$ cat src/sv/rwcs_pkg.sv
// Shared types, codes and default sizes for the wall column span block.
package rwcs_pkg;

  localparam int SCREEN_HEIGHT_DEF   = 512;
  localparam int SCREEN_WIDTH_DEF    = 1024;
  localparam int COS_TABLE_DEPTH_DEF = 1024;

  localparam int CFG_DATA_W = 32;
  localparam int CFG_IDX_W  = 3;

  localparam logic [CFG_IDX_W-1:0] REG_PLAYER_ANGLE = 3'd0;
  localparam logic [CFG_IDX_W-1:0] REG_HEIGHT_ATT   = 3'd1;
  localparam logic [CFG_IDX_W-1:0] REG_EAST_COLOR   = 3'd2;
  localparam logic [CFG_IDX_W-1:0] REG_WEST_COLOR   = 3'd3;
  localparam logic [CFG_IDX_W-1:0] REG_NORTH_COLOR  = 3'd4;
  localparam logic [CFG_IDX_W-1:0] REG_SOUTH_COLOR  = 3'd5;

  localparam logic [1:0] FACE_EAST  = 2'd0;
  localparam logic [1:0] FACE_WEST  = 2'd1;
  localparam logic [1:0] FACE_NORTH = 2'd2;
  localparam logic [1:0] FACE_SOUTH = 2'd3;

  typedef struct packed {
    logic [9:0]  column;
    logic [15:0] ray_angle;
    logic [31:0] ray_distance;
    logic [31:0] hit_x;
    logic [31:0] hit_y;
  } in_t;

  typedef struct packed {
    logic [9:0]  out_column;
    logic [9:0]  first_row;
    logic [9:0]  end_row;
    logic [1:0]  wall_face;
    logic [23:0] wall_color;
  } out_t;

  // Classified ray handed from the front end to the span unit.
  typedef struct packed {
    logic [9:0]         column;
    logic [31:0]        distance;
    logic signed [17:0] cos_q16;
    logic [1:0]         face;
    logic [23:0]        color;
    logic               col_ok;
  } ray_t;

endpackage

$ cat src/sv/rwcs_fifo.sv
// Two-entry queue between the front end and the span unit.
module rwcs_fifo (
  input  logic            clk,
  input  logic            rst_n,
  input  logic            push,
  input  rwcs_pkg::ray_t  push_data,
  input  logic            pop,
  output logic            not_empty,
  output rwcs_pkg::ray_t  pop_data
);
  import rwcs_pkg::*;

  ray_t       mem_r [2];
  logic       wr_r;
  logic       wr_nxt;
  logic       rd_r;
  logic       rd_nxt;
  logic [1:0] cnt_r;
  logic [1:0] cnt_nxt;
  logic       do_pop;
  logic       do_push;

  assign do_pop  = pop && (cnt_r != 2'd0);
  assign do_push = push && (cnt_r != 2'd2);

  always_comb begin
    wr_nxt  = do_push ? ~wr_r : wr_r;
    rd_nxt  = do_pop ? ~rd_r : rd_r;
    cnt_nxt = cnt_r + 2'(do_push) - 2'(do_pop);
  end

  always_ff @(posedge clk) begin
    if (!rst_n) begin
      wr_r  <= 1'b0;
      rd_r  <= 1'b0;
      cnt_r <= 2'd0;
    end else begin
      wr_r  <= wr_nxt;
      rd_r  <= rd_nxt;
      cnt_r <= cnt_nxt;
    end
  end

  always_ff @(posedge clk) begin
    if (do_push) begin
      mem_r[wr_r] <= push_data;
    end
  end

  assign not_empty = cnt_r != 2'd0;
  assign pop_data  = mem_r[rd_r];
endmodule

$ cat config.mk
export PLATFORM = sky130hd
export DESIGN_NAME = rwcs_fifo
export DESIGN_NICKNAME = d
export VERILOG_FILES = /design/src/sv/rwcs_pkg.sv /design/src/sv/rwcs_fifo.sv
export SDC_FILE = /design/constraint.sdc
export NUM_CORES = 1
export LEC_CHECK = 0
export ABC_AREA = 1
export ABC_CLOCK_PERIOD_IN_PS = 6700
export BUFFER_PORTS_ARGS = -buffer_cell sky130_fd_sc_hd__buf_2
export CAP_MARGIN = 10
export CORE_MARGIN = 1
export CORE_UTILIZATION = 52
export DETAILED_ROUTE_END_ITERATION = 12
export PLACE_DENSITY = 0.79
export REMOVE_ABC_BUFFERS = 1
export SYNTH_ARGS = -nofsm -noshare
export SYNTH_HDL_FRONTEND = slang
export SYNTH_SLANG_ARGS = --single-unit
export TNS_END_PERCENT = 100
$ cat constraint.sdc
create_clock -name clk -period 6.7 [get_ports clk]
set_input_delay 0.335 -clock clk [delete_from_list [all_inputs] [get_ports clk]]
set_output_delay 0.335 -clock clk [all_outputs]
set_load 0.01 [all_outputs]
[After elaboration in Yosys (flattened, before gate mapping)]
Memories as Yosys holds them, arrays and structs flattened. A register that Yosys moved wholly into a read port is not among the register bits.
Cells that the tools add are included.
Cells by class
  $add $sub $neg: 2
  eq/ne operators: 1
  muxes and demuxes: 4
  bitwise operators: 2
  reduce and logical (&&, ||, !) cells: 3
Operators with widths (number)
  two-way mux 1 bit: 4
  adder 2 x 1 -> 2 bit: 1
  logical AND 1 bit: 2
  inequality test 2 bit, second input constant: 1
  NOT 1 bit: 2
  nonzero test 2 bit: 1
  subtractor 2 x 1 -> 2 bit: 1
Word-level totals
  register bits after elaboration: 4
  memory bits (writable): 174
  bits of input ports: 91
  output and inout bits: 88
  word-level logic and storage cells: 16
  memories kept: 1
Memories
  mem_r: words 2, bits a word 87, rd ports 1, clocked after Yosys merged registers in 1, wr ports 1, line rwcs_fifo.sv:13  | ray_t mem_r [2];

[Depth between registers and ports, before layout]
Gate-level depths: netlist (run 1).
  word-level depth: 4
  gate-level depth with buffers: 11
  mapped depth without buffers: 11

[Least setup slack after synthesis (run 1)]
No wires, ideal clock.
  path type: reg-to-reg
  from: register cnt_r[0]
  to: memory mem_r[0][0] (netlist bit), enable pin
  setup time: 0.533 ns
  arrival time: 4.165 ns
  data required time: 6.167 ns
  path slack: 2.002 ns
  cell stages (with the launch flop): 5
  buffers on the path: 0
  period minus slack after synthesis: 4.698 ns
  path through: dfxtp_1 > inv_1 > nand2_1 > nand2_1 > nor2_1
Between the ends
  longest elaborated chain between the ends: 4
Ends and longest elaborated chain
  start: declaration: line rwcs_fifo.sv:18  | logic [1:0] cnt_r;
  start signal: assignment: line rwcs_fifo.sv:40  | cnt_r <= cnt_nxt;
  inequality test 2 bit: line rwcs_fifo.sv:24  | assign do_push = push && (cnt_r != 2'd2);
  logical AND 1 bit: line rwcs_fifo.sv:24
  two-way mux 1 bit: line rwcs_fifo.sv:45  | if (do_push) begin
  two-way mux 1 bit (implied by the code): line rwcs_fifo.sv:46  | mem_r[wr_r] <= push_data;
  end: declaration: line rwcs_fifo.sv:13
Every way passes these cells.

==> results of run 1 <==
cell usage after synthesis:
cell and instances:
sky130_fd_sc_hd__dfxtp_1 5, sky130_fd_sc_hd__ha_1 2, sky130_fd_sc_hd__nand2_1 9, sky130_fd_sc_hd__buf_6 5, sky130_fd_sc_hd__nor2_1 8, sky130_fd_sc_hd__inv_1 7
sky130_fd_sc_hd__nand3_1 3, sky130_fd_sc_hd__buf_2 5, sky130_fd_sc_hd__mux2_2 57, sky130_fd_sc_hd__edfxtp_1 174, sky130_fd_sc_hd__a21oi_1 2, sky130_fd_sc_hd__mux2_4 30
where the power goes:
part           internal (mW)  leakage [nW]  switching [mW]
clock network          0.621         0.288           0.396
registers               1.42          1.67          0.0740
logic                  0.332          1.24           0.346
sequential cells by signal, summed over array words and instances (netlist names), named ones only:
signal	flops
mem_r	174
wr_r	1
rd_r	1
cnt_r	2
worst min path at each step:
stage | startpoint | to | slack, ps
floorplan | rst_n | cnt_r[0] | 430
finish | push_data[15] | mem_r[0][15] | 100
global route | push_data[47] | mem_r[1][47] | 70
global placement | rd_r | flip-flop | 480
detailed placement | rd_r | flip-flop | 500
CTS | push_data[48] | mem_r[1][48] | 80
through the flow:
stage	hold slack (ps)	area [sq um]	instances	worst slack [ps]
global placement	480	7690	646	4250
detailed placement	505	7690	646	4160
global route	73.1	8310	677	3770
CTS	77.6	8310	677	3850
finish	96.5	8310	678	3910
floorplan	428	6560	297	2000
routing by layer:
layer | up-vias | share of wire
li1 | 1579 | -
met1 | 1652 | 0.41
met2 | 138 | 0.49
met3 | 14 | 0.082
met4 | 0 | 0.013
met5 | - | 0
kinds of logic (layout without fill, tap and decap cells):
kind of cell | Yosys count | after routing | synth area share
and+or+nand+nor | 20 | 20 | 0.0119
adders and majority gates | 2 | 2 | 0.00377
AOI/OAI and AO/OA | 2 | 2 | 0.00151
buffers and inverters | 17 | 219 | 0.0162
muxes | 87 | 87 | 0.165
other | 0 | 1 | 0
DFF | 179 | 179 | 0.802
area by class of cell:
| class | count | area (sq um) | area share |
|---|---|---|---|
| flip-flops and latches | 179 | 5330 | 0.641 |
| well taps | 168 | 210 | 0.0253 |
| inverters | 7 | 27.5 | 0.00331 |
| multi-input cells | 111 | 1210 | 0.146 |
| diodes | 1 | 2.50 | 0.000301 |
| clock buffers | 18 | 429 | 0.0516 |
| clock inverters | 13 | 186 | 0.0224 |
| repair buffers | 181 | 913 | 0.110 |
worst register-to-register path: stages (launching register included):
cell                      delay, ps
sky130_fd_sc_hd__dfxtp_1        370
sky130_fd_sc_hd__inv_1           80
sky130_fd_sc_hd__nand2_1        110
sky130_fd_sc_hd__nand2_1        120
sky130_fd_sc_hd__nor2_4         700
sky130_fd_sc_hd__buf_4          720
==> flow_summary_export.csv, run 1 <==
group,metric,value,unit
run_status,run_status,"finished clean",
clock_network,cts_inserted_buffers,17,
global_route,top_usage_layer,"met2",
setup_path,worstReg2RegStart,"cnt_r[0]",
setup_path,critical_path_buf_inv_count,2,
layout,drive_gt1_frac,0.591,
timing,timing.final.crit_share,0.416,
die,floorplan.die_area,0.0132,sq mm
layout,mostFrequentLayoutCell,"sky130_fd_sc_hd__buf_2",
clock_network,cts_setup_buffers,0,
placement,place.gp.congestion,0.662,
clock_network,cts.htree.levels,4,
setup_path,endpoint,"pop_data[29]",
clock_network,maximum_root_to_sink_buffer_count,2,
synthesis,synth-warning-count,0,
layout,layout.nets,590,
setup_path,crit_path_max_incr_delay,790,ps
clock_network,ctsHoldBuffers,0,
layout,flow.area_growth_from_synthesis,25.2,%
setup_path,number_of_cells_on_the_worst_reg_to_reg_path,5,
setup_path,critical_path.startpoint_type,"flip-flop",
die,initial_utilization,0.544,
setup_path,critical_path_class,"reg2out",
detailed_routing,postRouteWirelength,11500,um
clock_network,clock_tree.root_cell,"sky130_fd_sc_hd__clkbuf_16",
die,core_region_area,0.0122,sq mm
setup_path,end_kind,"output pin",
setup_path,crit_slowest_cell,"sky130_fd_sc_hd__dfxtp_4",
worst_hold_path,worstHoldPathCells,1,
detailed_routing,routed_wire_length_per_instance,17.0,um
worst_hold_path,min-delay-path-class,"in2reg",
timing,setup_repair_after_global_routing_missed_its_margin,"false",
clock_network,clock_tree_from_tritoncts,"yes",
timing,worst_clock_skew,8.10,ps
die,die_w,115,um
timing,timing.final.max_slew_violations,0,
layout,fin_util,0.681,
global_route,grt.met2_usage,0.287,
detailed_routing,num_vias,3383,
setup_path,critical_path_arrival,2450,ps
clock_network,worst_skew_pair.late_latency,420,ps
synthesis,synth_seq_area_share,0.802,
power,power.total,3.19,mW
timing,final_hold_viol_count,0,
timing,setup-tns-final,0,ps
placement,place.port_buffers,178,
synthesis,combined_area_of_all_synthesized_cells,0.00664,sq mm
layout,layout.filler_cells,831,
synthesis,yosysTopAreaCell,"sky130_fd_sc_hd__edfxtp_1",
clock_network,tritoncts_num_sinks,179,
global_route,pin_count_of_the_biggest_net_entering_global_routing,58,
setup_path,critical_path_required,6360,ps
timing,tightestPinTransition,892,ps
timing,min_period,2790,ps
global_route,gr-usage-met3,0.0722,
global_route,antenna_violations_before_repair,1,
clock_network,clk_pin_slew_worst_paths,70,ps
global_route,grt_util_met1,0.215,
global_route,global_route_wire_length_before_repair,17100,um
detailed_routing,post-route-drc-count,0,
synthesis,syn-mean-instance-area,21.6,sq um
power,power-per-cell-area,384,mW/mm^2
detailed_routing,initialDrtViolationCount,118,
die,ioPinCount,179,
synthesis,synthTopCellsByArea,"sky130_fd_sc_hd__edfxtp_1, sky130_fd_sc_hd__mux2_2, sky130_fd_sc_hd__mux2_4, sky130_fd_sc_hd__dfxtp_1, sky130_fd_sc_hd__buf_6",
die,rows,40,
detailed_routing,antenna_left,0,
flow_run,timing.max_cap.violations,0,
synthesis,yosys.area.top_type_share,0.787,
synthesis,ys_seq_elements,179,
layout,layout.cells.most_common_list,"sky130_fd_sc_hd__buf_2, sky130_fd_sc_hd__edfxtp_1, sky130_fd_sc_hd__mux2_2",
setup_path,worst-path-stages,3,
timing,worst_slew_margin_rel,0.404,
synthesis,synth_cell_type_count,12,
global_route,grt.total_usage,0.179,
power,vdd_drop_max,195,uV
setup_path,worstPathMaxFanout,46,
detailed_routing,drt_pre_antenna_iters,5,
timing,fmax,0.359,GHz
setup_path,crit-reg2reg-capture,"mem_r[0][35]",
die,overall_die_height,115,um
power,leakagePower,3.19,nW
synthesis,synthesis.instances,307,
setup_path,critical_path_cell_by_cell,"buf_4, mux2_2, buf_2",
setup_path,cp_top_family,"buffers and inverters",
setup_path,timing.reg2reg.setup_slack,4190,ps
global_route,grt_pass1_vias,3368,
detailed_routing,routed_via_density,4.99,
placement,dpl.hpwl,7550,um
timing,setup-violations-final,0,
global_route,grt.overflow.total,0,
clock_network,cts.repair.resized,0,
No activity file was read; power rests on OpenSTA's default activity.
==> inputs of run 2 (changes only) <==
--- a/config.mk
+++ b/config.mk
@@ -5,8 +5,8 @@
 export SDC_FILE = /design/constraint.sdc
 export NUM_CORES = 1
 export LEC_CHECK = 0
-export ABC_AREA = 1
-export ABC_CLOCK_PERIOD_IN_PS = 6700
+export ABC_AREA = 0
+export ABC_CLOCK_PERIOD_IN_PS = 2600
 export BUFFER_PORTS_ARGS = -buffer_cell sky130_fd_sc_hd__buf_2
 export CAP_MARGIN = 10
 export CORE_MARGIN = 1
==> constraint.sdc (replaced) <==
create_clock -name clk -period 2.6 [get_ports clk]
set_input_delay 0.13 -clock clk [delete_from_list [all_inputs] [get_ports clk]]
set_output_delay 0.13 -clock clk [all_outputs]
set_load 0.01 [all_outputs]
==> flow_summary_export.csv, run 2 <==
group,metric,value,unit
layout,multi_input_comb_area,0.00123,sq mm
clock_network,tritoncts_num_sinks,179,
clock_network,clock_tree_from_tritoncts,"yes",
setup_path,worstReg2RegStart,"cnt_r[1]",
setup_path,critical_path_arrival,1890,ps
clock_network,cts_setup_buffers,0,
layout,layout.cells.most_common_list,"sky130_fd_sc_hd__buf_2, sky130_fd_sc_hd__edfxtp_1, sky130_fd_sc_hd__dlygate4sd3_1",
timing,worst_slew_margin_rel,0.579,
die,core_region_area,0.0122,sq mm
synthesis,ys_seq_elements,179,
synthesis,yosysTopAreaCell,"sky130_fd_sc_hd__edfxtp_1",
layout,mostFrequentLayoutCell,"sky130_fd_sc_hd__buf_2",
setup_path,critical_path_required,2470,ps
global_route,grt_pass1_vias,3962,
synthesis,synth_cell_type_count,17,
power,leakagePower,3.53,nW
synthesis,synthesis.instances,296,
timing,timing.final.crit_share,0.778,
layout,largestRegisters,"mem_r x174, cnt_r x2",
setup_path,timing.reg2reg.setup_slack,850,ps
placement,worst_setup_slack_post_dpl,838,ps
worst_hold_path,hold-path-endpoint,"wr_r",
synthesis,synth_ff_type,"sky130_fd_sc_hd__edfxtp_1",
layout,layout.nets,671,
worst_hold_path,min_from,"push",
synthesis,synthTopCellsByArea,"sky130_fd_sc_hd__edfxtp_1, sky130_fd_sc_hd__mux2_2, sky130_fd_sc_hd__mux2_4, sky130_fd_sc_hd__dfxtp_1, sky130_fd_sc_hd__buf_6",
die,overall_die_height,115,um
timing,setup-violations-final,0,
clock_network,clk_pin_slew_worst_paths,60,ps
synthesis,most_frequent_cell_after_synthesis,"sky130_fd_sc_hd__edfxtp_1",
clock_network,worst_skew_pair.late_latency,420,ps
synthesis,syn-mean-instance-area,22.4,sq um
detailed_routing,postRouteWirelength,12500,um
detailed_routing,initialDrtViolationCount,185,
global_route,pin_count_of_the_biggest_net_entering_global_routing,48,
worst_hold_path,worstHoldPathCells,3,
clock_network,maximum_root_to_sink_buffer_count,2,
setup_path,crit_path_max_incr_delay,610,ps
synthesis,asyncSetResetFlopFracSynth,0,
detailed_routing,routed_wire_length_per_instance,16.5,um
power,power-per-cell-area,897,mW/mm^2
detailed_routing,routed_via_density,4.91,
setup_path,critical_path_class,"reg2out",
placement,place.port_buffers,178,
synthesis,synth-warning-count,0,
layout,seq_area,0.00533,sq mm
global_route,antenna_violations_before_repair,1,
layout,flow.area_growth_from_synthesis,38.9,%
setup_path,worstPathMaxFanout,24,
placement,dpl.hpwl,7200,um
run_status,run_status,"finished clean",
detailed_routing,num_vias,3731,
timing,finalWorstSetupSlack,578,ps
synthesis,synth_seq_area_share,0.803,
setup_path,critical_path_cell_by_cell,"buf_4, mux2_2, buf_2",
setup_path,cp_top_family,"flip-flops",
detailed_routing,antenna_left,0,
placement,place.gp.congestion,0.668,
layout,number_of_standard_cells_in_the_final_layout_excluding_fillers,760,
synthesis,synth.cells.most_frequent,"sky130_fd_sc_hd__edfxtp_1, sky130_fd_sc_hd__mux2_2, sky130_fd_sc_hd__mux2_4",
die,rows,40,
clock_network,cts_inserted_buffers,17,
timing,final_hold_viol_count,0,
setup_path,critical_path.startpoint_type,"flip-flop",
power,vdd_drop_max,554,uV
timing,fmax,0.495,GHz
flow_run,timing.max_cap.violations,0,
synthesis,yosys.area.top_type_share,0.788,
die,die_w,115,um
clock_network,cts.htree.levels,4,
detailed_routing,post-route-drc-count,0,
setup_path,crit-reg2reg-capture,"cnt_r[1]",
setup_path,critical_path_buf_inv_count,2,
setup_path,crit_slowest_cell,"sky130_fd_sc_hd__dfxtp_4",
layout,fin_util,0.755,
global_route,grt.overflow.total,0,
detailed_routing,drt_pre_antenna_iters,5,
placement,place.detailed.instances,639,
global_route,grt.total_usage,0.196,
synthesis,number_of_flops_mapped_to_enable_cells_by_yosys,174,
die,floorplan.die_area,0.0132,sq mm
timing,worst_clock_skew,6.80,ps
layout,max_flop_register,"mem_r",
clock_network,clock_tree.root_cell,"sky130_fd_sc_hd__clkbuf_16",
timing,tightestPinTransition,632,ps
timing,timing.final.max_slew_violations,0,
global_route,global_route_wire_length_before_repair,18700,um
worst_hold_path,min-delay-path-class,"in2reg",
setup_path,number_of_cells_on_the_worst_reg_to_reg_path,8,
timing,setup_repair_after_global_routing_missed_its_margin,"false",
layout,layout.filler_cells,709,
die,initial_utilization,0.543,
timing,min_period,2020,ps
die,ioPinCount,179,
layout,largest_register_ff_count,174,
setup_path,end_kind,"output pin",
synthesis,combined_area_of_all_synthesized_cells,0.00663,sq mm
layout,drive_gt1_frac,0.516,
run 2: timing repair:
action | CTS | global route
hold endpoints to repair | 179 | 0
gates resized for setup | 0 | 0
hold buffers | 88 | 0
run 2: worst max path at each step:
stage	from	to	slack (ps)	depth (start not counted)
finish	flip-flop	pop_data[34]	580	3
global placement	cnt_r[1]	cnt_r[1]	930	8
CTS	flip-flop	pop_data[55]	550	3
floorplan	cnt_r[1]	mem_r[0][0]	-2030	3
detailed placement	cnt_r[1]	cnt_r[1]	840	8
global route	flip-flop	pop_data[26]	480	3
run 2: worst reg2reg max path, cell delays in order, from the launching register on:
cell                      delay, ps
sky130_fd_sc_hd__dfxtp_1        380
sky130_fd_sc_hd__inv_1           70
sky130_fd_sc_hd__o21ai_2        320
sky130_fd_sc_hd__ha_1           300
sky130_fd_sc_hd__inv_1           60
sky130_fd_sc_hd__ha_1           150
sky130_fd_sc_hd__xnor2_1        140
sky130_fd_sc_hd__xnor2_1         80
sky130_fd_sc_hd__and2_1         150
run 2: cells by family (layout without fill, tap and decap cells):
family | Yosys count | in the layout | synth area share
simple gates | 9 | 9 | 0.00698
buf+inv | 13 | 308 | 0.0140
compound gates | 2 | 2 | 0.00245
flops | 179 | 179 | 0.803
mux | 88 | 88 | 0.166
xor+xnor | 3 | 3 | 0.00396
fa+ha+maj | 2 | 2 | 0.00377
other cells | 0 | 1 | 0
run 2: report_power, final:
| part | switching (mW) | total, mW | internal (mW) |
|---|---|---|---|
| Clock | 1.00 | 2.51 | 1.51 |
| Combinational | 0.962 | 1.98 | 1.01 |
| Sequential | 0.157 | 3.79 | 3.63 |
run 2: metal layers:
layer / GRT usage / wire, um
met1: 0.202 / 4730
met2: 0.359 / 6740
met3: 0.0706 / 848
met4: 0.0814 / 198
met5: 0 / 0
run 2: stage by stage:
step	power, mW	setup TNS, ps	hold slack, ps	instance area (sq um)
after floorplan	5.09	-405610	229	6550
after global placement	5.67	0	317	7740
after detailed placement	5.72	0	322	7740
after CTS	8.33	0	79.6	9210
after global routing	8.62	0	103	9210
final	8.27	0	95.2	9220
run 2: cell type report:
type                       instances  area share
antenna                            1    0.000272
clock buffer                      19      0.0470
clock inverter                    13      0.0175
inverter                           3     0.00122
multi-input combinational        104       0.134
sequential                       179       0.578
tap                              168      0.0228
timing repair buffer             273       0.199
